--- src/hdl/cca_ram.sv ---
// Generic single-write, single-read RAM with registered read data.
`default_nettype none
module cca_ram #(
   parameter int WIDTH = 8,
   parameter int DEPTH = 16
) (
   input  wire logic                     clock,
   input  wire logic                     wr_en,
   input  wire logic [$clog2(DEPTH)-1:0] wr_addr,
   input  wire logic [WIDTH-1:0]         wr_data,
   input  wire logic [$clog2(DEPTH)-1:0] rd_addr,
   output logic      [WIDTH-1:0]         rd_data
);
   logic [WIDTH-1:0] mem_ff [DEPTH];
   logic [WIDTH-1:0] rd_data_ff;

   always_ff @(posedge clock) begin
      if (wr_en) begin
         mem_ff[wr_addr] <= wr_data;
      end
      rd_data_ff <= mem_ff[rd_addr];
   end

   assign rd_data = rd_data_ff;
endmodule
`default_nettype wire

--- config.mk ---
export PLATFORM = sky130hd
export DESIGN_NAME = cca_ram
export DESIGN_NICKNAME = d
export VERILOG_FILES = /design/src/hdl/cca_ram.sv
export SDC_FILE = /design/constraint.sdc
export NUM_CORES = 1
export LEC_CHECK = 0
export ABC_AREA = 1
export BUFFER_PORTS_ARGS = -buffer_cell sky130_fd_sc_hd__buf_2
export CELL_PAD_IN_SITES_DETAIL_PLACEMENT = 1
export CELL_PAD_IN_SITES_GLOBAL_PLACEMENT = 2
export CORE_MARGIN = 3
export CORE_UTILIZATION = 36
export DETAILED_ROUTE_END_ITERATION = 10
export GPL_TIMING_DRIVEN = 0
export MAX_ROUTING_LAYER = met4
export PLACE_DENSITY_LB_ADDON = 0.1
export SLEW_MARGIN = 25
export SYNTH_ARGS = -nofsm -noshare
export SYNTH_HDL_FRONTEND = slang
export SYNTH_SLANG_ARGS = --single-unit
--- constraint.sdc ---
create_clock -name clock -period 1.1 [get_ports clock]
set_input_delay 0.11 -clock clock [delete_from_list [all_inputs] [get_ports clock]]
set_output_delay 0.11 -clock clock [all_outputs]
set_load 0.01 [all_outputs]
==> impl_results.md <==
* GR Util All Layers at about a fifth
* Top Usage Layer GRT: met2
* Grt ovf at 0
* CP endpoint: mem_ff[7][1]
* Total power at 12.3 mW
* CP arrival at 1110 ps
* Setup Fix Bufs, Post-CTS at 0
* I/O Buffers at 22
* Area Overhead vs Synth at 17.8%
* Layout cells sized above 1 at between 10% and 20%
* GR Util met3 at 3.42%
* Die area at around 0.018 mm^2
* Ys Warns at 0
* Clock Path Buffers at 2
* Routed Antenna Nets at 0
* Hold Path Class: input pin to flip-flop
* Critical path cell sequence: buf_2 -> nand3b_1 -> nor2_2
* First-pass GRT wire length at 24,900 um
* Critical path data required time at 1140 ps
* Final #Nets at 610
* Synth cell types at 12
* Crit Path Max Fanout at 8
* Diodes inserted at 0
* Crit. End Element: flip-flop
* GPL Wtd Cong at between 0.7 and 0.8
* CTS tree: yes
* Worst flop-to-flop path endpoint: rd_data[3]
* Antenna violations before repair at 0
* IO Count at 26
* DR pass1 iterations at 4
* Fin worst setup slack at 34.8 ps
* Top delay family on crit path: simple AND/OR/NAND/NOR gates
* Crit. path cell count at 3
* Final hold vios at 0
* Reg2reg start: mem_ff[15][3]
* Initial core utilization at 37.4%
* Final std cells w/o fill at 815
* Run status: finished clean
* # placed instances at 784
* Worst slack, placed at -630 ps
* Slew Limit Headroom at 50.0%
* Core area at 0.0154 mm^2
* CP startpoint kind: input pin
* Slowest stage cell, crit path: nor2_2
* Tcrit/Tclk final at 96.8%
* Setup CP Type: input pin to flip-flop
* Post-Syn Nets at ~570
* Routed WL at 16,200 um
* Reg2Reg Setup Slack at 60 ps
* Register-to-Register Path Depth at 6
* Final setup viols at 0
* Synth Register Bits at 136
* Remaining DRCs at 0
* LEAKAGE at 2.90 nW
* Routed vias/inst at 4.71
* Vias at 3,839
* CP Buf/Inv Count at 1
* Clock root buffer: clkbuf_16
* Avg Cell Area, Syn at approximately 10 um^2
* Cell Pwr Density at 1810 mW/mm^2
* Fmax at 939 MHz
* H-Tree Level Count at 4
* Mapped Cells at 551
* DP HPWL at 10,800 um
* Num rows at 45
* Crit path largest cell delay at 590 ps
* Setup crit start: wr_addr[3]
* Clk sinks at between 100 and 150
* CTS buffer count at 17
* Max_cap viols at 0
* Die height at 133 um
* Register area share after synthesis at 69.4%
* Per-cell routed wire length at 19.9 um
* Largest net degree at the start of global routing at 17
* Met2 Usage GRT at between 30% and 40%
* Final max-slew violation count at 0
* Measured slew at the worst slew-check pin at 747 ps
* Number of global-route vias before repair at 3,972
* Min Tclk post-route at ~1100 ps
* Fillers at 1,700
* Clock transition at path regs at approximately 60 ps
* Die extent in x at 133 um
* Clk Latency, worst-skew pair at 420 ps
* Met1 Track Usage GR at between 20 and 30%
* Final clock skew at 7.35 ps
* Drt initial violations at 370
* Cell Area, Synth at 0.00577 mm^2
* Max IR drop VDD at 973 uV
* Unrepaired setup endpoints after global routing: true
-- worst min-delay path by stage --
stage	start	endpoint	slack (ps)	depth (start not counted)
final	wr_data[6]	mem_ff[0][6]	110	1
after CTS	wr_data[6]	mem_ff[0][6]	100	1
after global placement	rd_data[4]	rd_data[4]	510	1
after detailed placement	rd_data[6]	rd_data[6]	510	1
after global routing	wr_data[6]	mem_ff[0][6]	100	1
after floorplan	wr_data[0]	mem_ff[0][0]	210	0
-- registers in the layout, indices dropped and copies added (netlist names) --
| name | cells |
|---|---|
| mem_ff | 128 |
| rd_data | 8 |
-- cells in the final DEF (no fill, tap or decap), types with 2 or more instances in the layout --
master      count
buf_2          35
nand2_2         2
clkbuf_16      17
inv_2           2
bufinv_16       3
clkinv_1        2
edfxtp_1      128
nand2_1       171
nor2_2         12
nand3_1        90
buf_6           6
inv_1         100
nand3b_1        2
dfxtp_1         8
nor2_1          5
nand3_2         7
clkinv_2        4
clkinvlp_4      3
buf_4           4
-- metrics by stage --
step	hold slack [ps]	cell area [um^2]	utilization [%]	TNS, ps
floorplan	209	5770	-	0
global placement	505	6140	39.8	-55970
detailed placement	508	6140	39.8	-60250
CTS	104	6740	43.7	-3530
global route	103	6790	44.0	-1150
finish	108	6790	44.0	0
-- layout make-up --
cell class              instances  area (um^2)  area share (%)
flip-flops and latches        136         4000            58.9
repair buffers                 22          110            1.62
well taps                     211          264            3.89
clock buffers                  17          425            6.26
inverters                     102          383            5.64
plain buffers                  24          166            2.45
multi-input cells             289         1280            18.9
clock inverters                14          158            2.32
-- repair_timing --
item / CTS / global route
gates resized for setup: 7 / 13
pin swaps: 0 / 2
setup endpoints to repair: 72 / 62
hold buffers: 0 / 0
-- per-layer routing --
metal | vias to the layer above | wire length (um)
li1 | 1857 | -
met1 | 1882 | 7660
met2 | 81 | 7510
met3 | 19 | 775
met4 | 0 | 286
met5 | - | 0
-- Yosys cell counts --
library cell    n  area (um^2)
buf_1           1         3.75
buf_2          13         65.1
buf_4           4         30.0
buf_6           6         67.6
dfxtp_1         8          160
edfxtp_1      128         3840
inv_1         100          375
inv_2           2         7.51
nand2_1       173          649
nand3_1        97          485
nand3b_1        2         15.0
nor2_1         17         63.8
-- where the power goes --
| part | leakage (nW) | internal [mW] | switching (mW) | total, mW |
|---|---|---|---|---|
| registers | 1.22 | 5.79 | 0.0294 | 5.82 |
| clock network | 0.280 | 3.52 | 2.12 | 5.65 |
| logic | 1.40 | 0.229 | 0.588 | 0.817 |
| total | 2.90 | 9.55 | 2.74 | 12.3 |
-- cell families (layout without fill, tap and decap cells) --
| family | Yosys count | in the layout | synth area share [%] |
|---|---|---|---|
| AND/OR/NAND/NOR | 289 | 289 | 21.0 |
| flip-flops | 136 | 136 | 69.4 |
| buffers and inverters | 126 | 179 | 9.52 |
(Power assumes the default switching activity.)
