File: config.mk
export PLATFORM = sky130hd
export DESIGN_NAME = cca_csr
export DESIGN_NICKNAME = d
export VERILOG_FILES = /design/src/hdl/cca_pkg.sv /design/src/hdl/cca_csr.sv
export SDC_FILE = /design/constraint.sdc
export NUM_CORES = 1
export LEC_CHECK = 0
export ABC_CLOCK_PERIOD_IN_PS = 1200
export BUFFER_PORTS_ARGS = -buffer_cell sky130_fd_sc_hd__buf_2
export CORE_UTILIZATION = 33
export DETAILED_ROUTE_END_ITERATION = 10
export GPL_ROUTABILITY_DRIVEN = 0
export GPL_TIMING_DRIVEN = 0
export HOLD_SLACK_MARGIN = 0.1
export PLACE_DENSITY_LB_ADDON = 0.2
export RECOVER_POWER = 25
export SYNTH_ARGS = -nofsm -noshare
export SYNTH_HDL_FRONTEND = slang
export SYNTH_SLANG_ARGS = --single-unit
File: constraint.sdc
create_clock -name clock -period 1.2 [get_ports clock]
set_input_delay 0.12 -clock clock [delete_from_list [all_inputs] [get_ports clock]]
set_output_delay 0.12 -clock clock [all_outputs]
set_load 0.02 [all_outputs]
File: src/hdl/cca_pkg.sv
// Types and constants of the cluster chain allocator.
`default_nettype none
package cca_pkg;
   localparam int TABLE_ENTRIES = 1024;
   localparam int IDX_W = $clog2(TABLE_ENTRIES);
   localparam int CNT_W = IDX_W + 1;
   localparam int STATE_W = 2;
   localparam int ENTRY_W = STATE_W + IDX_W;
   localparam int CMD_W = 3;
   localparam int STATUS_W = 3;
   localparam int CSR_ADDR_W = 2;
   localparam int CSR_DATA_W = 32;

   localparam logic [CNT_W-1:0] TABLE_SIZE = CNT_W'(TABLE_ENTRIES);

   // entry states
   localparam logic [STATE_W-1:0] ENT_FREE = 2'd0;
   localparam logic [STATE_W-1:0] ENT_ALLOC = 2'd1;
   localparam logic [STATE_W-1:0] ENT_LAST = 2'd2;

   // commands
   localparam logic [CMD_W-1:0] CMD_ALLOC = 3'd0;
   localparam logic [CMD_W-1:0] CMD_EXTEND = 3'd1;
   localparam logic [CMD_W-1:0] CMD_FREE = 3'd2;
   localparam logic [CMD_W-1:0] CMD_SHRINK = 3'd3;
   localparam logic [CMD_W-1:0] CMD_READ = 3'd4;

   // status codes
   localparam logic [STATUS_W-1:0] STS_OK = 3'd0;
   localparam logic [STATUS_W-1:0] STS_BAD_INDEX = 3'd1;
   localparam logic [STATUS_W-1:0] STS_NOT_ALLOC = 3'd2;
   localparam logic [STATUS_W-1:0] STS_FULL = 3'd3;
   localparam logic [STATUS_W-1:0] STS_NOT_LAST = 3'd4;
   localparam logic [STATUS_W-1:0] STS_BROKEN = 3'd5;

   // register indexes
   localparam int REG_CLUSTERS_IN_USE = 0;

   typedef struct packed {
      logic [CNT_W-1:0] active_count;
   } cca_cfg_type;
endpackage
`default_nettype wire

File: src/hdl/cca_csr.sv
// Configuration register file of the cluster chain allocator.
`default_nettype none
module cca_csr (
   input  wire logic                           clock,
   input  wire logic                           reset,
   input  wire logic                           psel,
   input  wire logic                           penable,
   input  wire logic                           pwrite,
   input  wire logic [cca_pkg::CSR_ADDR_W-1:0] paddr,
   input  wire logic [cca_pkg::CSR_DATA_W-1:0] pwdata,
   output logic      [cca_pkg::CSR_DATA_W-1:0] prdata,
   output logic                                pready,
   output cca_pkg::cca_cfg_type                cfg
);
   import cca_pkg::*;

   logic [CNT_W-1:0] clusters_ff;
   logic [CNT_W-1:0] clusters_in;
   logic             wr_hit;

   assign wr_hit = psel && penable && pwrite
                   && (paddr == CSR_ADDR_W'(4 * REG_CLUSTERS_IN_USE));

   always_comb begin
      clusters_in = clusters_ff;
      if (wr_hit) begin
         clusters_in = pwdata[CNT_W-1:0];
      end
   end

   always_ff @(posedge clock) begin
      if (reset) begin
         clusters_ff <= TABLE_SIZE;
      end else begin
         clusters_ff <= clusters_in;
      end
   end

   assign pready = 1'b1;
   assign prdata = CSR_DATA_W'(clusters_ff);
   // clamp to the table size
   assign cfg.active_count = (clusters_ff > TABLE_SIZE) ? TABLE_SIZE : clusters_ff;
endmodule
`default_nettype wire

==> results of run 1 <==
==> path summary, 6_finish.rpt <==
check / endpoint
setup / recovery: cfg[8]
hold / removal: clusters_ff[7]
setup reg to reg: clusters_ff[10]
hold reg to reg: clusters_ff[4]
==> power groups by stage <==
stage	combinational [mW]	clock (mW)	sequential, mW
final	0.198	0.250	0.373
after global routing	0.214	0.280	0.373
after CTS	0.202	0.264	0.373
after detailed placement	0.201	0	0.381
after global placement	0.199	0	0.381
after floorplan	0.152	0	0.387
==> cell usage after synthesis <==
| library cell | n |
|---|---|
| conb_1 | 2 |
| nand3_2 | 1 |
| buf_6 | 1 |
| buf_4 | 22 |
| nor2b_1 | 10 |
| nor2_1 | 2 |
| mux2i_1 | 11 |
| nand2b_1 | 20 |
| clkbuf_1 | 4 |
| dfxtp_1 | 11 |
| nor3_4 | 1 |
==> repair_timing <==
action / in CTS / in global routing
hold buffers: 0 / 0
buffers inserted: 0 / 1
endpoints found under the setup margin: 9 / 9
resized for setup: 4 / 6
==> layout make-up <==
class                   instances  area [um2]  share of cell area [%]
multi-input cells              67       402.9                   36.88
repair buffers                 40       212.7                   19.47
flip-flops and latches         11       221.5                   20.27
clock buffers                   4       26.28                   2.405
well taps                      27       33.78                   3.093
plain buffers                  27       195.2                   17.87
==> worst reg2reg max path: stages (launching register included) <==
cell and delay [ps]:
dfxtp_2 320, clkbuf_8 160, nor2_1 100, mux2i_1 70
==> layer usage <==
metal  vias up  global-route usage [%]  routed length, um
met5         -                       0                  0
met2        39                   21.17                633
li1        346                       -                  -
met4         0                   4.286                  0
met3         0                   2.469                175
met1       257                   13.67                640
==> cells by family (layout without fill, tap and decap cells) <==
| family | Yosys count | in the layout | share of synthesized area [%] |
|---|---|---|---|
| buffers and inverters | 27 | 71 | 25.50 |
| flip-flops | 11 | 11 | 29.33 |
| other | 2 | 22 | 1.000 |
| multiplexers | 11 | 11 | 14.67 |
| AND/OR/NAND/NOR | 34 | 34 | 29.50 |
==> stage by stage <==
stage               instances  setup slack (ps)
floorplan                 105             152.6
global placement          171             50.76
detailed placement        171             51.43
CTS                       175             12.09
global route              176             12.26
finish                    176             62.83
==> flow_metrics.py, run 1 <==
metrics = {
    "outcome": {
        "status": "completed",
    },
    "timing": {
        "period_share_pct": 94.76,
        "max_freq_mhz": 879.4,
        "final_hold_viol_count": 0,
        "rsz0062_at_grt": "false",
        "drv_slew": 0,
        "finalSetupViolCount": 0,
        "period_minus_slack_ps": 1137,
        "skew_ps": 0,
        "timing.hold.ws_ps": 113.4,
        "setup-tns-final_ps": 0,
    },
    "pwr": {
        "p_int_uw": 591.4,
        "p_sw_uw": 229.3,
        "leakage_nw": 0.5664,
        "power.density_nw_per_um2": 751.3,
        "swShare_pct": 27.94,
        "vdd.ir_drop.worst_mv": 0.3728,
        "p_comb_share_pct": 24.2,
        "seqPwrFrac_pct": 45.4,
        "power.total_uw": 820.7,
        "clockPowerShare_pct": 30.4,
    },
    "floorplanning": {
        "die_w_um": 49.70,
        "fp-row-count": 16,
        "start_util_pct": 36.76,
        "io_pins": 83,
        "fp.dieH_um": 49.70,
        "core_area_um2": 2042,
        "die_area_um2": 2470,
    },
    "worst_hold_path": {
        "min_path_cells": 3,
        "min_path_type": "input pin to flip-flop",
        "hp-start": "pwdata[7]",
    },
    "clock_tree": {
        "clkLatencyLatePin_ps": 260,
        "root_buffer": "clkbuf_4",
        "cts_max_path_buffers": 2,
        "cts-buffers-inserted": 3,
        "cts_tree": "yes",
        "clk_pin_slew_ps": 70,
        "h-tree-depth": 1,
        "cts_sinks": 11,
    },
    "critical_path": {
        "crit_chain": "clkbuf_8 -> nor2b_1 -> buf_2",
        "r2r-start": "clusters_ff[10]",
        "crit_family": "buffers and inverters",
        "cp_slowest_cell": "dfxtp_2",
        "required_ps": 1080,
        "cpPeakStageDelay_ps": 320,
        "cp_num_buf_inv": 2,
        "crit_type": "flip-flop to output port",
        "crit_path_end_kind": "output port",
        "cp_num_cells": 3,
        "critPathMaxFanout": 10,
        "ff2ff_path_depth": 3,
        "worstSetupStartpoint": "clusters_ff[10]",
        "ff2ff_setup_slack_ps": 430,
        "cp_data_arrival_time_ps": 1020,
        "startpoint_type": "flip-flop",
    },
    "global_routing": {
        "grt_max_degree": 11,
        "grt_pass1_vias": 506,
        "grt.overflow.total": 0,
        "antenna_found_initial": 0,
        "grt_pass1_wl_um": 2256,
        "grt_use_total_pct": 11.84,
    },
    "route": {
        "drtPass1Iterations": 2,
        "wl_per_cell_um": 8.227,
        "drt-total-wl_um": 1448,
        "vias": 642,
        "drt_iter0_drc": 5,
        "post-route-drc-count": 0,
        "antenna_left": 0,
        "viasPerCell": 3.648,
    },
    "final_layout": {
        "largest_reg_flops": 11,
        "antennaDiodeCount": 0,
        "reg_top3": "clusters_ff (11)",
        "nNetsFinal": 189,
        "fill_cells": 221,
        "fin_util_pct": 53.49,
        "mostFrequentLayoutCells": "35 x buf_2, 27 x buf_4, 22 x conb_1, 20 x nand2b_1, 11 x mux2i_1",
        "area_growth_pct": 45.50,
        "final_layout_size_suffix_gt1_share_pct": 46.98,
        "regMostFlops": "clusters_ff",
        "layout.cells.most_common": "buf_2",
        "stdcell_area_um2": 1092,
    },
    "synthesis": {
        "yosysUniqueCellTypes": 11,
        "yosys-top-cells-area": "dfxtp_1 29%, buf_4 22%, nand2b_1 17%",
        "ys_ff_latch": 11,
        "syn_area_per_cell_um2": 8.832,
        "yosysTopAreaCell": "dfxtp_1",
        "ys_seq_area_share_pct": 29.33,
        "synth_top_area_share_pct": 29.33,
        "syn_inst": 85,
        "ys_warn_count": 0,
        "synthesis.area_um2": 750.7,
    },
    "run": {
        "maxCapViolCount": 0,
    },
    "place": {
        "hpwlAfterDp_um": 1110,
        "place_area_um2": 1055,
        "io_buffers": 39,
    },
}
Note: power is estimated with default switching activity, not from simulation.
==> inputs of run 2 (changes only) <==
- MAX_ROUTING_LAYER: default -> met4
==> flow_metrics.py, run 2 (synthesized netlist as in run 1, its figures left out) <==
metrics = {
    "final_layout": {
        "fill_cells": 221,
        "reg_top3": "clusters_ff (11)",
        "regMostFlops": "clusters_ff",
        "antennaDiodeCount": 0,
        "final_layout_size_suffix_gt1_share_pct": 46.98,
        "layout.cells.most_common": "buf_2",
        "largest_reg_flops": 11,
        "area_growth_pct": 45.50,
        "nNetsFinal": 189,
        "mostFrequentLayoutCells": "35 x buf_2, 27 x buf_4, 22 x conb_1, 20 x nand2b_1, 11 x mux2i_1",
    },
    "clock_tree": {
        "cts_tree": "yes",
        "cts_hold_buffers": 0,
        "cts_sinks": 11,
        "clk_pin_slew_ps": 70,
        "cts_max_path_buffers": 2,
        "clkLatencyLatePin_ps": 260,
        "cts-buffers-inserted": 3,
        "h-tree-depth": 1,
        "root_buffer": "clkbuf_4",
    },
    "floorplanning": {
        "fp.dieH_um": 49.70,
        "fp-row-count": 16,
        "io_pins": 83,
        "core_area_um2": 2042,
        "die_area_um2": 2470,
        "die_w_um": 49.70,
        "start_util_pct": 36.76,
    },
    "outcome": {
        "status": "completed",
    },
    "timing": {
        "finalSetupViolCount": 0,
        "timing.hold.ws_ps": 113.4,
        "period_share_pct": 94.76,
        "worst_slack_ps": 62.83,
        "max_freq_mhz": 879.4,
        "period_minus_slack_ps": 1137,
        "setup-tns-final_ps": 0,
        "final_hold_viol_count": 0,
        "drv_slew": 0,
        "rsz0062_at_grt": "false",
        "skew_ps": 0,
    },
    "global_routing": {
        "grt_pass1_wl_um": 2256,
        "antenna_found_initial": 0,
        "grt_max_degree": 11,
        "grt_pass1_vias": 505,
        "grt_use_total_pct": 12.17,
        "grt.overflow.total": 0,
    },
    "critical_path": {
        "cp_data_arrival_time_ps": 1020,
        "ff2ff_path_depth": 3,
        "required_ps": 1080,
        "cp_slowest_cell": "dfxtp_2",
        "crit_path_end_kind": "output port",
        "crit_type": "flip-flop to output port",
        "startpoint_type": "flip-flop",
        "critPathMaxFanout": 10,
        "crit_chain": "clkbuf_8 -> nor2b_1 -> buf_2",
        "cpPeakStageDelay_ps": 320,
    },
    "pwr": {
        "power.density_nw_per_um2": 751.3,
        "leakage_nw": 0.5664,
        "vdd.ir_drop.worst_mv": 0.3727,
        "power.total_uw": 820.6,
    },
    "route": {
        "viasPerCell": 3.648,
        "wl_per_cell_um": 8.227,
        "antenna_left": 0,
        "drt_iter0_drc": 5,
        "drtPass1Iterations": 2,
        "vias": 642,
        "post-route-drc-count": 0,
        "drt-total-wl_um": 1448,
    },
    "place": {
        "io_buffers": 39,
        "place_ws_ps": 51.43,
        "hpwlAfterDp_um": 1110,
    },
    "run": {
        "maxCapViolCount": 0,
    },
    "worst_hold_path": {
        "min_path_cells": 3,
        "min_path_type": "input pin to flip-flop",
    },
}
run 2: cell counts in the layout (fill, tap and decap cells not counted):
Identical to the previous run, type by type.
run 2: layout make-up:
cell class / count / area, um2 / share of cell area [%]
buffer: 27 / 195.2 / 17.87
clock buffer: 4 / 26.28 / 2.405
multi-input combinational: 67 / 402.9 / 36.88
sequential: 11 / 221.5 / 20.27
tap: 27 / 33.78 / 3.093
timing repair buffer: 40 / 212.7 / 19.47
run 2: worst max-delay path: cells and delay by family, from the launching register on:
family	cells	cell delay, ps
and+or+nand+nor	1	110
buffers and inverters	2	330
DFF	1	320
run 2: final timing paths:
check | start | end | slack [ps]
min reg2reg | clusters_ff[4] | clusters_ff[4] | 480
max reg2reg | clusters_ff[10] | clusters_ff[10] | 430
min | pwdata[7] | clusters_ff[7] | 110
max | clusters_ff[10] | cfg[8] | 60
run 2: power breakdown:
group          total (mW)  switching (mW)  internal [mW]
Clock               0.250           0.121          0.128
Combinational       0.198           0.105         0.0936
Sequential          0.373         0.00311          0.370
Total               0.821           0.229          0.591
run 2: what timing repair did:
| action | 4_1_cts | 5_1_grt |
|---|---|---|
| setup endpoints to repair | 9 | 9 |
| pin swaps | 0 | 0 |
| gates resized for setup | 4 | 6 |
| setup buffers | 0 | 1 |
run 2: per-layer routing:
| metal | global-route usage [%] | wire length (um) | part of all wire [%] | vias to the layer above |
|---|---|---|---|---|
| met5 | - | 0 | 0 | - |
| met3 | 2.469 | 175 | 12 | 0 |
| met4 | 4.286 | 0 | 0 | 0 |
| met1 | 13.67 | 640 | 44 | 257 |
| met2 | 21.17 | 633 | 44 | 39 |
| li1 | - | - | - | 346 |
run 2: stage by stage:
step	instance area (um2)	utilization [%]	instances
4_1_cts	1094	53.55	175
3_3_place_gp	1055	51.65	171
5_1_grt	1092	53.49	176
3_5_place_dp	1055	51.65	171
2_1_floorplan	825.8	-	105
6_report	1092	53.49	176
