File: src/hdl/cca_pkg.sv
// Types and constants of the cluster chain allocator.
`default_nettype none
package cca_pkg;
   localparam int TABLE_ENTRIES = 1024;
   localparam int IDX_W = $clog2(TABLE_ENTRIES);
   localparam int CNT_W = IDX_W + 1;
   localparam int STATE_W = 2;
   localparam int ENTRY_W = STATE_W + IDX_W;
   localparam int CMD_W = 3;
   localparam int STATUS_W = 3;
   localparam int CSR_ADDR_W = 2;
   localparam int CSR_DATA_W = 32;

   localparam logic [CNT_W-1:0] TABLE_SIZE = CNT_W'(TABLE_ENTRIES);

   // entry states
   localparam logic [STATE_W-1:0] ENT_FREE = 2'd0;
   localparam logic [STATE_W-1:0] ENT_ALLOC = 2'd1;
   localparam logic [STATE_W-1:0] ENT_LAST = 2'd2;

   // commands
   localparam logic [CMD_W-1:0] CMD_ALLOC = 3'd0;
   localparam logic [CMD_W-1:0] CMD_EXTEND = 3'd1;
   localparam logic [CMD_W-1:0] CMD_FREE = 3'd2;
   localparam logic [CMD_W-1:0] CMD_SHRINK = 3'd3;
   localparam logic [CMD_W-1:0] CMD_READ = 3'd4;

   // status codes
   localparam logic [STATUS_W-1:0] STS_OK = 3'd0;
   localparam logic [STATUS_W-1:0] STS_BAD_INDEX = 3'd1;
   localparam logic [STATUS_W-1:0] STS_NOT_ALLOC = 3'd2;
   localparam logic [STATUS_W-1:0] STS_FULL = 3'd3;
   localparam logic [STATUS_W-1:0] STS_NOT_LAST = 3'd4;
   localparam logic [STATUS_W-1:0] STS_BROKEN = 3'd5;

   // register indexes
   localparam int REG_CLUSTERS_IN_USE = 0;

   typedef struct packed {
      logic [CNT_W-1:0] active_count;
   } cca_cfg_type;
endpackage
`default_nettype wire

File: src/hdl/cca_seq.sv
// Command sequencer: scans, chain walks and table updates through one read and one write port of the table.
`default_nettype none
module cca_seq (
   input  wire logic                         clock,
   input  wire logic                         reset,
   input  wire cca_pkg::cca_cfg_type         cfg,
   input  wire logic                         req_valid,
   output logic                              req_stall,
   input  wire logic [cca_pkg::CMD_W-1:0]    req_cmd,
   input  wire logic [cca_pkg::IDX_W-1:0]    req_cluster_index,
   output logic                              rsp_valid,
   input  wire logic                         rsp_stall,
   output logic      [cca_pkg::STATUS_W-1:0] rsp_status,
   output logic      [cca_pkg::IDX_W-1:0]    rsp_result_index,
   output logic      [cca_pkg::STATE_W-1:0]  rsp_entry_state,
   output logic      [cca_pkg::IDX_W-1:0]    rsp_entry_next,
   output logic      [cca_pkg::CNT_W-1:0]    rsp_allocated_count,
   output logic                              mem_wr_en,
   output logic      [cca_pkg::IDX_W-1:0]    mem_wr_addr,
   output logic      [cca_pkg::ENTRY_W-1:0]  mem_wr_data,
   output logic      [cca_pkg::IDX_W-1:0]    mem_rd_addr,
   input  wire logic [cca_pkg::ENTRY_W-1:0]  mem_rd_data
);
   import cca_pkg::*;

   localparam logic [3:0] SQ_CLEAR = 4'd0;
   localparam logic [3:0] SQ_IDLE = 4'd1;
   localparam logic [3:0] SQ_START = 4'd2;
   localparam logic [3:0] SQ_RD_IDX = 4'd3;
   localparam logic [3:0] SQ_CK_IDX = 4'd4;
   localparam logic [3:0] SQ_SCAN_RD = 4'd5;
   localparam logic [3:0] SQ_SCAN_CK = 4'd6;
   localparam logic [3:0] SQ_EXT_LINK = 4'd7;
   localparam logic [3:0] SQ_WALK_RD = 4'd8;
   localparam logic [3:0] SQ_WALK_CK = 4'd9;
   localparam logic [3:0] SQ_FIX = 4'd10;
   localparam logic [3:0] SQ_DONE = 4'd11;

   logic [3:0]          state_ff, state_in;
   logic [IDX_W-1:0]    clr_ff, clr_in;
   logic [CMD_W-1:0]    cmd_ff, cmd_in;
   logic [IDX_W-1:0]    idx_ff, idx_in;
   logic [CNT_W-1:0]    n_ff, n_in;
   logic [CNT_W-1:0]    ptr_ff, ptr_in;
   logic [CNT_W-1:0]    steps_ff, steps_in;
   logic                flag_ff, flag_in;
   logic [CNT_W-1:0]    used_ff, used_in;
   logic [STATUS_W-1:0] sts_ff, sts_in;
   logic [IDX_W-1:0]    res_ff, res_in;
   logic [STATE_W-1:0]  est_ff, est_in;
   logic [IDX_W-1:0]    enx_ff, enx_in;
   logic                ov_ff, ov_in;
   logic [STATUS_W-1:0] o_sts_ff, o_sts_in;
   logic [IDX_W-1:0]    o_res_ff, o_res_in;
   logic [STATE_W-1:0]  o_est_ff, o_est_in;
   logic [IDX_W-1:0]    o_enx_ff, o_enx_in;
   logic [CNT_W-1:0]    o_cnt_ff, o_cnt_in;

   logic [STATE_W-1:0]  rd_state;
   logic [IDX_W-1:0]    rd_link;
   logic [CNT_W-1:0]    ptr_inc;
   logic [CNT_W-1:0]    steps_inc;

   assign rd_state = mem_rd_data[ENTRY_W-1:IDX_W];
   assign rd_link = mem_rd_data[IDX_W-1:0];
   assign ptr_inc = ptr_ff + 1'b1;
   assign steps_inc = steps_ff + 1'b1;

   always_comb begin
      state_in = state_ff;
      clr_in = clr_ff;
      cmd_in = cmd_ff;
      idx_in = idx_ff;
      n_in = n_ff;
      ptr_in = ptr_ff;
      steps_in = steps_ff;
      flag_in = flag_ff;
      used_in = used_ff;
      sts_in = sts_ff;
      res_in = res_ff;
      est_in = est_ff;
      enx_in = enx_ff;
      ov_in = ov_ff && rsp_stall;
      o_sts_in = o_sts_ff;
      o_res_in = o_res_ff;
      o_est_in = o_est_ff;
      o_enx_in = o_enx_ff;
      o_cnt_in = o_cnt_ff;
      mem_wr_en = 1'b0;
      mem_wr_addr = ptr_ff[IDX_W-1:0];
      mem_wr_data = {ENT_FREE, {IDX_W{1'b0}}};
      mem_rd_addr = ptr_ff[IDX_W-1:0];

      unique case (state_ff)
         SQ_CLEAR: begin
            mem_wr_en = 1'b1;
            mem_wr_addr = clr_ff;
            clr_in = clr_ff + 1'b1;
            if (clr_ff == IDX_W'(TABLE_ENTRIES - 1)) begin
               state_in = SQ_IDLE;
            end
         end
         SQ_IDLE: begin
            if (req_valid) begin
               cmd_in = req_cmd;
               idx_in = req_cluster_index;
               n_in = cfg.active_count;
               sts_in = STS_OK;
               res_in = '0;
               est_in = ENT_FREE;
               enx_in = '0;
               state_in = SQ_START;
            end
         end
         SQ_START: begin
            ptr_in = '0;
            if (cmd_ff == CMD_ALLOC) begin
               if (n_ff == '0) begin
                  sts_in = STS_FULL;
                  state_in = SQ_DONE;
               end else begin
                  state_in = SQ_SCAN_RD;
               end
            end else if (cmd_ff == CMD_EXTEND || cmd_ff == CMD_FREE
                         || cmd_ff == CMD_SHRINK || cmd_ff == CMD_READ) begin
               if ({1'b0, idx_ff} >= n_ff) begin
                  sts_in = STS_BAD_INDEX;
                  state_in = SQ_DONE;
               end else begin
                  state_in = SQ_RD_IDX;
               end
            end else begin
               state_in = SQ_DONE;
            end
         end
         SQ_RD_IDX: begin
            mem_rd_addr = idx_ff;
            state_in = SQ_CK_IDX;
         end
         SQ_CK_IDX: begin
            est_in = rd_state;
            enx_in = (rd_state == ENT_ALLOC) ? rd_link : '0;
            ptr_in = {1'b0, idx_ff};
            steps_in = '0;
            flag_in = 1'b0;
            state_in = SQ_DONE;
            if (cmd_ff != CMD_READ) begin
               if (rd_state == ENT_FREE) begin
                  sts_in = STS_NOT_ALLOC;
               end else if (cmd_ff == CMD_EXTEND) begin
                  if (rd_state != ENT_LAST) begin
                     sts_in = STS_NOT_LAST;
                  end else begin
                     ptr_in = '0;
                     state_in = SQ_SCAN_RD;
                  end
               end else if (cmd_ff == CMD_FREE) begin
                  est_in = ENT_FREE;
                  enx_in = '0;
                  state_in = SQ_WALK_RD;
               end else if (rd_state == ENT_ALLOC) begin
                  // shrink: cut here, then free the tail
                  mem_wr_en = 1'b1;
                  mem_wr_addr = idx_ff;
                  mem_wr_data = {ENT_LAST, {IDX_W{1'b0}}};
                  est_in = ENT_LAST;
                  enx_in = '0;
                  ptr_in = {1'b0, rd_link};
                  if ({1'b0, rd_link} >= n_ff) begin
                     sts_in = STS_BROKEN;
                  end else begin
                     state_in = SQ_WALK_RD;
                  end
               end
            end
         end
         SQ_SCAN_RD: begin
            state_in = SQ_SCAN_CK;
         end
         SQ_SCAN_CK: begin
            if (rd_state == ENT_FREE) begin
               mem_wr_en = 1'b1;
               mem_wr_data = {ENT_LAST, {IDX_W{1'b0}}};
               used_in = used_ff + 1'b1;
               res_in = ptr_ff[IDX_W-1:0];
               if (cmd_ff == CMD_ALLOC) begin
                  est_in = ENT_LAST;
                  state_in = SQ_DONE;
               end else begin
                  state_in = SQ_EXT_LINK;
               end
            end else if (ptr_inc == n_ff) begin
               sts_in = STS_FULL;
               state_in = SQ_DONE;
            end else begin
               ptr_in = ptr_inc;
               state_in = SQ_SCAN_RD;
            end
         end
         SQ_EXT_LINK: begin
            mem_wr_en = 1'b1;
            mem_wr_addr = idx_ff;
            mem_wr_data = {ENT_ALLOC, res_ff};
            est_in = ENT_ALLOC;
            enx_in = res_ff;
            state_in = SQ_DONE;
         end
         SQ_WALK_RD: begin
            state_in = SQ_WALK_CK;
         end
         SQ_WALK_CK: begin
            state_in = (cmd_ff == CMD_SHRINK) ? SQ_FIX : SQ_DONE;
            if (rd_state == ENT_FREE) begin
               sts_in = STS_BROKEN;
            end else begin
               // release this link
               mem_wr_en = 1'b1;
               if (used_ff != '0) begin
                  used_in = used_ff - 1'b1;
               end
               if (ptr_ff[IDX_W-1:0] == idx_ff) begin
                  flag_in = 1'b1;
               end
               if (rd_state != ENT_ALLOC) begin
                  sts_in = STS_OK;
               end else if ({1'b0, rd_link} >= n_ff || steps_inc >= n_ff) begin
                  sts_in = STS_BROKEN;
               end else begin
                  ptr_in = {1'b0, rd_link};
                  steps_in = steps_inc;
                  state_in = SQ_WALK_RD;
               end
            end
         end
         SQ_FIX: begin
            // a cycle in the chain freed the addressed cluster: restore it
            if (flag_ff) begin
               mem_wr_en = 1'b1;
               mem_wr_addr = idx_ff;
               mem_wr_data = {ENT_LAST, {IDX_W{1'b0}}};
               used_in = used_ff + 1'b1;
            end
            state_in = SQ_DONE;
         end
         SQ_DONE: begin
            if (!ov_ff || !rsp_stall) begin
               ov_in = 1'b1;
               o_sts_in = sts_ff;
               o_res_in = res_ff;
               o_est_in = est_ff;
               o_enx_in = enx_ff;
               o_cnt_in = used_ff;
               state_in = SQ_IDLE;
            end
         end
         default: begin
            state_in = SQ_IDLE;
         end
      endcase
   end

   always_ff @(posedge clock) begin
      if (reset) begin
         state_ff <= SQ_CLEAR;
         clr_ff <= '0;
         used_ff <= '0;
         ov_ff <= 1'b0;
      end else begin
         state_ff <= state_in;
         clr_ff <= clr_in;
         used_ff <= used_in;
         ov_ff <= ov_in;
      end
   end

   always_ff @(posedge clock) begin
      cmd_ff <= cmd_in;
      idx_ff <= idx_in;
      n_ff <= n_in;
      ptr_ff <= ptr_in;
      steps_ff <= steps_in;
      flag_ff <= flag_in;
      sts_ff <= sts_in;
      res_ff <= res_in;
      est_ff <= est_in;
      enx_ff <= enx_in;
      o_sts_ff <= o_sts_in;
      o_res_ff <= o_res_in;
      o_est_ff <= o_est_in;
      o_enx_ff <= o_enx_in;
      o_cnt_ff <= o_cnt_in;
   end

   assign req_stall = (state_ff != SQ_IDLE);
   assign rsp_valid = ov_ff;
   assign rsp_status = o_sts_ff;
   assign rsp_result_index = o_res_ff;
   assign rsp_entry_state = o_est_ff;
   assign rsp_entry_next = o_enx_ff;
   assign rsp_allocated_count = o_cnt_ff;
endmodule
`default_nettype wire

File: config.mk
export PLATFORM = sky130hd
export DESIGN_NAME = cca_seq
export DESIGN_NICKNAME = d
export VERILOG_FILES = /design/src/hdl/cca_pkg.sv /design/src/hdl/cca_seq.sv
export SDC_FILE = /design/constraint.sdc
export NUM_CORES = 1
export LEC_CHECK = 0
export BUFFER_PORTS_ARGS = -buffer_cell sky130_fd_sc_hd__buf_2
export CORE_ASPECT_RATIO = 0.75
export CORE_MARGIN = 4
export CORE_UTILIZATION = 60
export DETAILED_ROUTE_END_ITERATION = 12
export PLACE_DENSITY = 0.83
export SYNTH_ARGS = -nofsm -noshare
export SYNTH_HDL_FRONTEND = slang
export SYNTH_SLANG_ARGS = --single-unit
File: constraint.sdc
create_clock -name clock -period 8.54 [get_ports clock]
set_clock_uncertainty 0.05 [all_clocks]
set_input_delay 0.854 -clock clock [delete_from_list [all_inputs] [get_ports clock]]
set_output_delay 0.854 -clock clock [all_outputs]
set_load 0.01 [all_outputs]
==> flow_summary.ini, run 1 <==
[outcome]
status = finished, final reports clean

[timing]
setup_viol = 0
fin_setup_tns_ns = 0
finalHoldViolations = 0
fmax_mhz = 243
rsz0062_at_grt = false
relSlewSlack_pct = 15.5
period_share_pct = 48.2
worstMarginPinSlew_ns = 1.26
drv_slew = 0
period_minus_slack_ns = 4.12

[global_routing]
overflow = 0
grt_first_pass_wirelength_mm = 36.0
grt_pass1_vias = 6400
grt_max_degree = 37
track_usage_pct = 31.2
antenna_found_initial = 0

[routing]
drt-total-wl_mm = 23.0
wl_per_cell_um = 22.6
first_pass_iters = 6
drtAntennaViolNets = 0
via_per_inst = 6.44
vias = 6566
drc = 0
drt_iter0_markers = 782

[power]
internal-power_mw = 1.11
p_leak_nw = 3.77
ir_drop_mv = 0.145
p_sw_mw = 0.305
p_per_area_nw_per_um2 = 156
combPwrFrac_pct = 2.4
pwr-share-clk_pct = 48.1
seqPwrFrac_pct = 49.5
p_sw_share_pct = 21.5

[clocking]
clk_latency_ns = 0.43
cts_tree = yes
clk_pin_slew_ns = 0.06
post-cts-setup-buffer-count = 0
cts_made_buffers = 17
clockRootBuffer = clkbuf_16
cts_max_level = 4
cts_resized = 0
cts-hold-fix-buffers = 0
cts_buffer_depth = 2
clock-sinks = 134

[logic_synthesis]
yosysTopAreaCell = edfxtp_1
ys.flop_type = edfxtp_1
ys_types = 80
ys_ff_latch = 134
synth.avg_cell_area_um2 = 10.7
yosysWarnings = 0
yosysMostFrequentCell = edfxtp_1
synth_area_leaders = edfxtp_1 (41%), ha_1 (6.8%), dfxtp_1 (6.6%)
synth_commonest_cells = edfxtp_1 (108), nor2_1 (63), a21oi_1 (43), ha_1 (43), nand2_1 (41)
netlist.area_leader.share_pct = 41.0
yosysSeqAreaShare_pct = 47.6
syn_inst = 740
synthesis.area_um2 = 7910
async_flop_share_pct = 0
synth_edf_count = 108
syn_nets = 824

[placed_design]
place_congestion = 1.01
placed_cells = 988
dp.final_hpwl_mm = 17.1
portBuffers = 110

[cells_and_area]
syn_to_final_growth_pct = 14.5
antenna_cells = 0
final_cells = 1020
post-route-util_pct = 70.1
nNetsFinal = 920
drive_above_1_share_pct = 21.0
fillers = 976

[critical_path]
reg2reg_slack_ns = 4.45
cp-endpoint = mem_wr_addr[8]
rr_worst_depth = 13
crit_type = flip-flop to primary output
worst_r2r_endpoint = steps_ff[6]
cp_max_fo = 27
crit_required_ns = 7.64
startpoint_type = flip-flop
startpoint = state_ff[1]
worstSetupEndpointType = primary output
worst-endpoint-arrival_ns = 3.21
rr_startpoint = steps_ff[0]

[die]
die_h_um = 107
pin_count = 111
fp.dieW_um = 141
core-area_um2 = 12900
rows = 36
start_util_pct = 61.2
die-area_um2 = 15100

[hold_path]
holdCritPathClass = flip-flop to flip-flop

[run]
maxCapViolCount = 0
[sequential cells by signal (all words and copies together), names as in the netlist, 11 cells and up]
signal,count
steps_ff,11
rsp_allocated_count,11
ptr_ff,11
n_ff,11
used_ff,11
[power groups by stage]
stage	combinational [mW]	sequential, mW	clock (mW)
floorplan	0.0154	0.714	0
global placement	0.0321	0.714	0
detailed placement	0.0331	0.714	0
CTS	0.0333	0.700	0.686
global route	0.0375	0.700	0.719
finish	0.0343	0.700	0.680
[layout make-up]
type	instances	area, um^2	area share, %
multi-input combinational	534	3830	42.2
sequential	134	3760	41.6
timing repair buffer	114	581	6.41
clock buffer	19	433	4.78
tap	171	214	2.36
inverter	35	131	1.45
clock inverter	13	108	1.19
[cell usage in the layout (no fill, tap or decap), drive strengths merged, types with 6 or more instances in the layout]
master,instances
buf,114
edfxtp,108
nor2,65
a21oi,44
ha,43
nand2,41
inv,37
o21ai,34
xnor2,32
dfxtp,26
nand3,25
and2,23
xor2,20
clkbuf,19
a21o,18
nor3,18
nor2b,16
and3,16
a222oi,15
nor4,12
nand2b,10
mux2,8
nand4,8
clkinv,7
a221o,6
a22oi,6
[per-layer routing]
layer  global-route usage, %  wire length, um
met1                    44.0             9850
met2                    46.9            10000
met4                    12.0              755
met3                    7.68             2430
met5                       0                0
[metrics by stage]
stage                     cell area (um^2)  hold WS, ns  total power, mW  setup WS, ns
final                                 9060        0.366             1.41          4.42
after global routing                  9060        0.371             1.46          4.21
after CTS                             9060        0.367             1.42          4.51
after detailed placement              8520        0.355            0.747          4.58
after global placement                8520        0.350            0.746          4.79
after floorplan                       7910        0.350            0.729          5.14
[worst min-delay path by stage]
stage | depth (start not counted) | endpoint | from | slack [ns]
after global placement | 0 | rsp_entry_next[4] | enx_ff[4] | 0.35
after global routing | 0 | rsp_entry_next[3] | enx_ff[3] | 0.37
final | 0 | rsp_entry_state[1] | est_ff[1] | 0.37
after CTS | 0 | rsp_entry_state[1] | est_ff[1] | 0.37
after detailed placement | 0 | rsp_entry_next[2] | enx_ff[2] | 0.36
after floorplan | 0 | rsp_entry_next[0] | enx_ff[0] | 0.35
[worst max-delay path, cell delays in order, from the launching register on]
cell and delay (ns):
dfxtp_1 0.95, nand2b_4 0.18, nor2_1 0.80, or2_1 0.42, a222oi_1 0.18, inv_1 0.11, buf_2 0.13
[logic make-up (layout without fill, tap and decap cells)]
| logic type | Yosys count | count (layout) | share of synthesized area, % |
|---|---|---|---|
| muxes | 11 | 11 | 1.52 |
| buffers and inverters | 72 | 181 | 4.18 |
| AOI/OAI and AO/OA | 168 | 168 | 14.9 |
| DFF | 134 | 134 | 47.6 |
| adders and majority gates | 44 | 44 | 7.06 |
| xor gates and xnor gates | 55 | 55 | 6.71 |
| and+or+nand+nor | 256 | 256 | 18.0 |
Power figures use the tool's default switching activity.
==> run 2: changes to the inputs <==
Settings changed: ABC_AREA set to 1, CORE_UTILIZATION 60 to 58, PLACE_DENSITY 0.83 to 0.81.
Clock period 8.54 ns to 3.9 ns, I/O delays scaled along.
==> flow_summary.ini, run 2 <==
[outcome]
status = finished, final reports clean

[global_routing]
overflow = 0
grt_max_degree = 37
antenna_found_initial = 0
track_usage_pct = 28.8
grt_pass1_vias = 6482
grt_first_pass_wirelength_mm = 34.1

[clocking]
cts_max_level = 4
clk_latency_ns = 0.43
cts_resized = 0
cts_tree = yes
clock-sinks = 134
clk_pin_slew_ns = 0.06
cts-hold-fix-buffers = 0
cts_buffer_depth = 2
post-cts-setup-buffer-count = 0
clockRootBuffer = clkbuf_16
cts_made_buffers = 17

[logic_synthesis]
synth.avg_cell_area_um2 = 8.56
netlist.area_leader.share_pct = 41.1
synthesis.area_um2 = 7890
synth_area_leaders = edfxtp_1 (41%), nand2_1 (9.5%), ha_1 (6.8%)
syn_inst = 922
synthAdderAreaFrac_pct = 7.07
synth_compound_area_share_pct = 12.9
synth_xor_xnor_area_share_pct = 2.44
yosys-mux-area-fraction_pct = 0
ys_ff_latch = 134
synth_top_family_by_area = simple AND/OR/NAND/NOR gates
synthSimpleGateAreaFrac_pct = 22.6
synth_edf_count = 108
ys_types = 45
yosysMostFrequentCell = nand2_1
ys.flop_type = edfxtp_1
yosysSeqAreaShare_pct = 47.7
yosysTopAreaCell = edfxtp_1
async_flop_share_pct = 0
yosysWarnings = 0
synth_commonest_cells = nand2_1 (200), inv_1 (113), edfxtp_1 (108)
syn_nets = 1006

[timing]
fmax_mhz = 304
relSlewSlack_pct = 35.4
period_minus_slack_ns = 3.29
drv_slew = 0
worstMarginPinSlew_ns = 0.966
fin_setup_tns_ns = 0
setup_ws_ns = 0.608
period_share_pct = 84.4
finalHoldViolations = 0
rsz0062_at_grt = false
setup_viol = 0

[critical_path]
critPathBufInv = 4
startpoint_type = flip-flop
crit_chain = inv_1, nor3_2, buf_4, inv_1, nand2_1, nor2_2, nor2_1, a311oi_4, o221ai_1, buf_2
crit_required_ns = 3.46
cpMostUsedCell = inv_1
worst-endpoint-arrival_ns = 2.85
crit_type = flip-flop to primary output
cpLargestDelayFamily = buffers and inverters
cp_max_fo = 12
worstSetupEndpointType = primary output
slowest_delay_ns = 0.53
slowest_stage = a311oi_4

[routing]
wl_per_cell_um = 17.9
drc = 0
via_per_inst = 5.85
first_pass_iters = 6
vias = 7140
drt_iter0_markers = 1129
drt-total-wl_mm = 21.9
drtAntennaViolNets = 0

[placed_design]
place_congestion = 1.00
pre_cts_ws_ns = 0.778
dp.final_hpwl_mm = 16.8
placed_cells = 1189
portBuffers = 110

[power]
p_per_area_nw_per_um2 = 354
p_sw_mw = 0.693
p_leak_nw = 4.08
combPwrFrac_pct = 2.7
p_sw_share_pct = 21.2
seqPwrFrac_pct = 46.9
pwr-share-clk_pct = 50.4
ir_drop_mv = 0.523
internal-power_mw = 2.57

[die]
pin_count = 111
die_h_um = 109
die-area_um2 = 15600
start_util_pct = 60.0
core-area_um2 = 13200
rows = 36
fp.dieW_um = 143

[run]
maxCapViolCount = 0

[cells_and_area]
layout_common_cells = nand2_1 (200), inv_1 (113), buf_2 (110)
layout_commonest_cell = nand2_1
fillers = 1039
nNetsFinal = 1121
antenna_cells = 0
register_area_um2 = 3760
multiInputGateArea_um2 = 3560
drive_above_1_share_pct = 17.2
syn_to_final_growth_pct = 16.9
final_cells = 1221

[hold_path]
holdCritPathClass = input pin to flip-flop
-- run 2: routing by layer --
| metal | vias to the layer above | track usage, % | wire [um] |
|---|---|---|---|
| li1 | 3407 | - | - |
| met1 | 3229 | 42.3 | 9660 |
| met2 | 467 | 41.2 | 9020 |
| met3 | 37 | 8.59 | 2900 |
| met4 | 0 | 8.62 | 337 |
| met5 | - | 0 | 0 |
-- run 2: cell families (layout without fill, tap and decap cells) --
kind of cell               count (synthesis)  after routing
DFF                                      134            134
adders and majority gates                 44             44
xor gates and xnor gates                  22             22
buffers and inverters                    147            275
and+or+nand+nor                          411            411
AOI/OAI and AO/OA                        164            164
-- run 2: final cells by class --
type	count	area share (%)
Clock buffer	18	4.65
Timing Repair Buffer	119	6.70
Inverter	124	5.05
Clock inverter	14	1.89
Tap cell	171	2.32
Multi-Input combinational cell	641	38.6
Sequential cell	134	40.8
-- run 2: path summary, 6_finish.rpt --
path | slack (ns) | startpoint | end | depth (start not counted)
worst max-delay path | 0.61 | cmd_ff[0] | mem_wr_addr[9] | 10
worst min-delay path | 0.09 | req_cluster_index[6] | idx_ff[6] | 1
worst max register to register | 0.73 | steps_ff[0] | ptr_ff[3] | 19
worst min register to register | 0.36 | sts_ff[0] | rsp_status[0] | 0
-- run 2: power by group through the flow --
stage / Sequential [mW] / Clock (mW) / Combinational (mW)
2_1_floorplan: 1.56 / 0 / 0.0427
3_3_place_gp: 1.56 / 0 / 0.0832
3_5_place_dp: 1.56 / 0 / 0.0853
4_1_cts: 1.53 / 1.65 / 0.0857
5_1_grt: 1.53 / 1.72 / 0.0975
6_report: 1.53 / 1.65 / 0.0884
-- run 2: through the flow --
step	hold slack (ns)	cell area (um^2)	total power [mW]	util (%)
finish	0.0905	9220	3.27	70.1
global route	0.0729	9220	3.35	70.1
CTS	0.0754	9220	3.27	70.1
detailed placement	0.355	8620	1.65	65.5
global placement	0.352	8620	1.65	65.5
floorplan	0.350	7890	1.60	-
==> run 3: changes to the inputs <==
Settings changed: ABC_AREA 1 to 0, CORE_UTILIZATION 58 to 53, PLACE_DENSITY 0.81 to 0.78.
Clock period 3.9 ns to 3 ns, I/O delays scaled along.
==> flow_summary.ini, run 3 (same netlist as run 1, synthesis figures left out) <==
[cells_and_area]
post-route-util_pct = 68.4
fillers = 1102
drive_above_1_share_pct = 27.6
layout_common_cells = buf_2 (110), edfxtp_1 (108), nor2_1 (60)
nNetsFinal = 992
antenna_cells = 0
layout_commonest_cell = buf_2
syn_to_final_growth_pct = 25.8

[critical_path]
startpoint_type = flip-flop
cp_max_fo = 5
worstSetupEndpointType = flip-flop
crit_required_ns = 3.09
crit_type = flip-flop to flip-flop
worst-endpoint-arrival_ns = 3.09

[die]
fp.dieW_um = 149
die_h_um = 114
core-area_um2 = 14500
start_util_pct = 54.4
pin_count = 111
rows = 38
die-area_um2 = 17000

[placed_design]
dp.final_hpwl_mm = 16.1
pre_cts_ws_ns = -0.0811
portBuffers = 110
place_congestion = 0.971

[global_routing]
overflow = 0
antenna_found_initial = 0
grt_pass1_vias = 6345
grt_max_degree = 30
grt_first_pass_wirelength_mm = 34.4
track_usage_pct = 26.2

[power]
p_leak_nw = 4.17
ir_drop_mv = 0.406
p_total_mw = 4.16
p_per_area_nw_per_um2 = 418

[clocking]
clockRootBuffer = clkbuf_16
clk_pin_slew_ns = 0.06
cts_tree = yes
cts_max_level = 4
cts_buffer_depth = 2
clock-sinks = 134
cts_made_buffers = 17
clk_latency_ns = 0.42

[routing]
drtAntennaViolNets = 0
drt-total-wl_mm = 22.4
wl_per_cell_um = 20.0
via_per_inst = 6.01
drt_iter0_markers = 954
first_pass_iters = 5
drc = 0
vias = 6741

[timing]
drv_slew = 0
fmax_mhz = 333
hold_ws_ns = 0.152
period_minus_slack_ns = 3.00
relSlewSlack_pct = 55.8
finalHoldViolations = 0
setup_viol = 1
setup_ws_ns = -0.00318
worstMarginPinSlew_ns = 0.656
fin_setup_tns_ns = -0.00318
rsz0062_at_grt = true
period_share_pct = 100

[outcome]
status = finished with violations
violations = setup timing

[hold_path]
holdCritPathClass = input pin to flip-flop

[run]
maxCapViolCount = 0
==> run 3: changes by cell type in the layout (fill, tap and decap cells not counted), moves of 22 or more <==
cell	delta
nand2_1	-161
inv_1	-81
nor2_1	-38
buf_4	+35
o21ai_0	-29
nand3_1	-28
dlygate4sd3_1	+24
and2_1	+22
==> run 3: through the flow <==
step / instance area, um^2 / std cells
after global placement: 8870 / 1054
after global routing: 9950 / 1121
after detailed placement: 8870 / 1054
after floorplan: 7930 / 740
after CTS: 9720 / 1110
final: 9950 / 1121
==> run 3: layer usage <==
| metal | vias up | share of wire, % | track usage, % |
|---|---|---|---|
| li1 | 3122 | - | - |
| met1 | 3200 | 44 | 37.7 |
| met2 | 386 | 44 | 39.5 |
| met3 | 33 | 11 | 6.79 |
| met4 | 0 | 1.3 | 7.68 |
| met5 | - | 0 | 0 |
==> run 3: worst max-delay path, stage by stage, from the launching register on <==
cell	delay (ns)
edfxtp_1	0.37
ha_2	0.20
nand2_2	0.06
nor2_4	0.10
nand3_2	0.10
xnor2_2	0.15
ha_1	0.31
a2111oi_2	0.30
buf_4	0.18
buf_6	0.09
a31oi_4	0.10
o31ai_2	0.24
o211a_2	0.30
clkbuf_16	0.17
==> run 3: area by class of cell <==
type,instances,area (um^2),area share [%]
Timing Repair Buffer,185,1240,12.5
Clock buffer,17,425,4.28
Multi-Input combinational cell,535,3980,40.0
Clock inverter,15,155,1.56
Inverter,35,131,1.32
Sequential cell,134,3760,37.8
Tap cell,200,250,2.52
==> run 3: report_power, final <==
part / switching (mW) / internal (mW)
Sequential: 0.00466 / 1.99
Combinational: 0.0652 / 0.0594
Clock: 0.817 / 1.22
==> run 3: final timing paths <==
kind                        from           endpoint  slack [ns]  cells past startpoint
setup / recovery     steps_ff[0]          ptr_ff[3]      -0.003                     13
hold / removal    mem_rd_data[0]          enx_ff[0]        0.15                      2
setup reg to reg     steps_ff[0]          ptr_ff[3]      -0.003                     13
hold reg to reg        enx_ff[2]  rsp_entry_next[2]        0.37                      0
==> run 3: repair_timing <==
item	in CTS	in global routing
cloned	0	2
hold buffers	24	0
pin swaps	2	5
buffers inserted	0	9
hold endpoints to repair	24	0
setup endpoints to repair	35	36
resized for setup	7	31
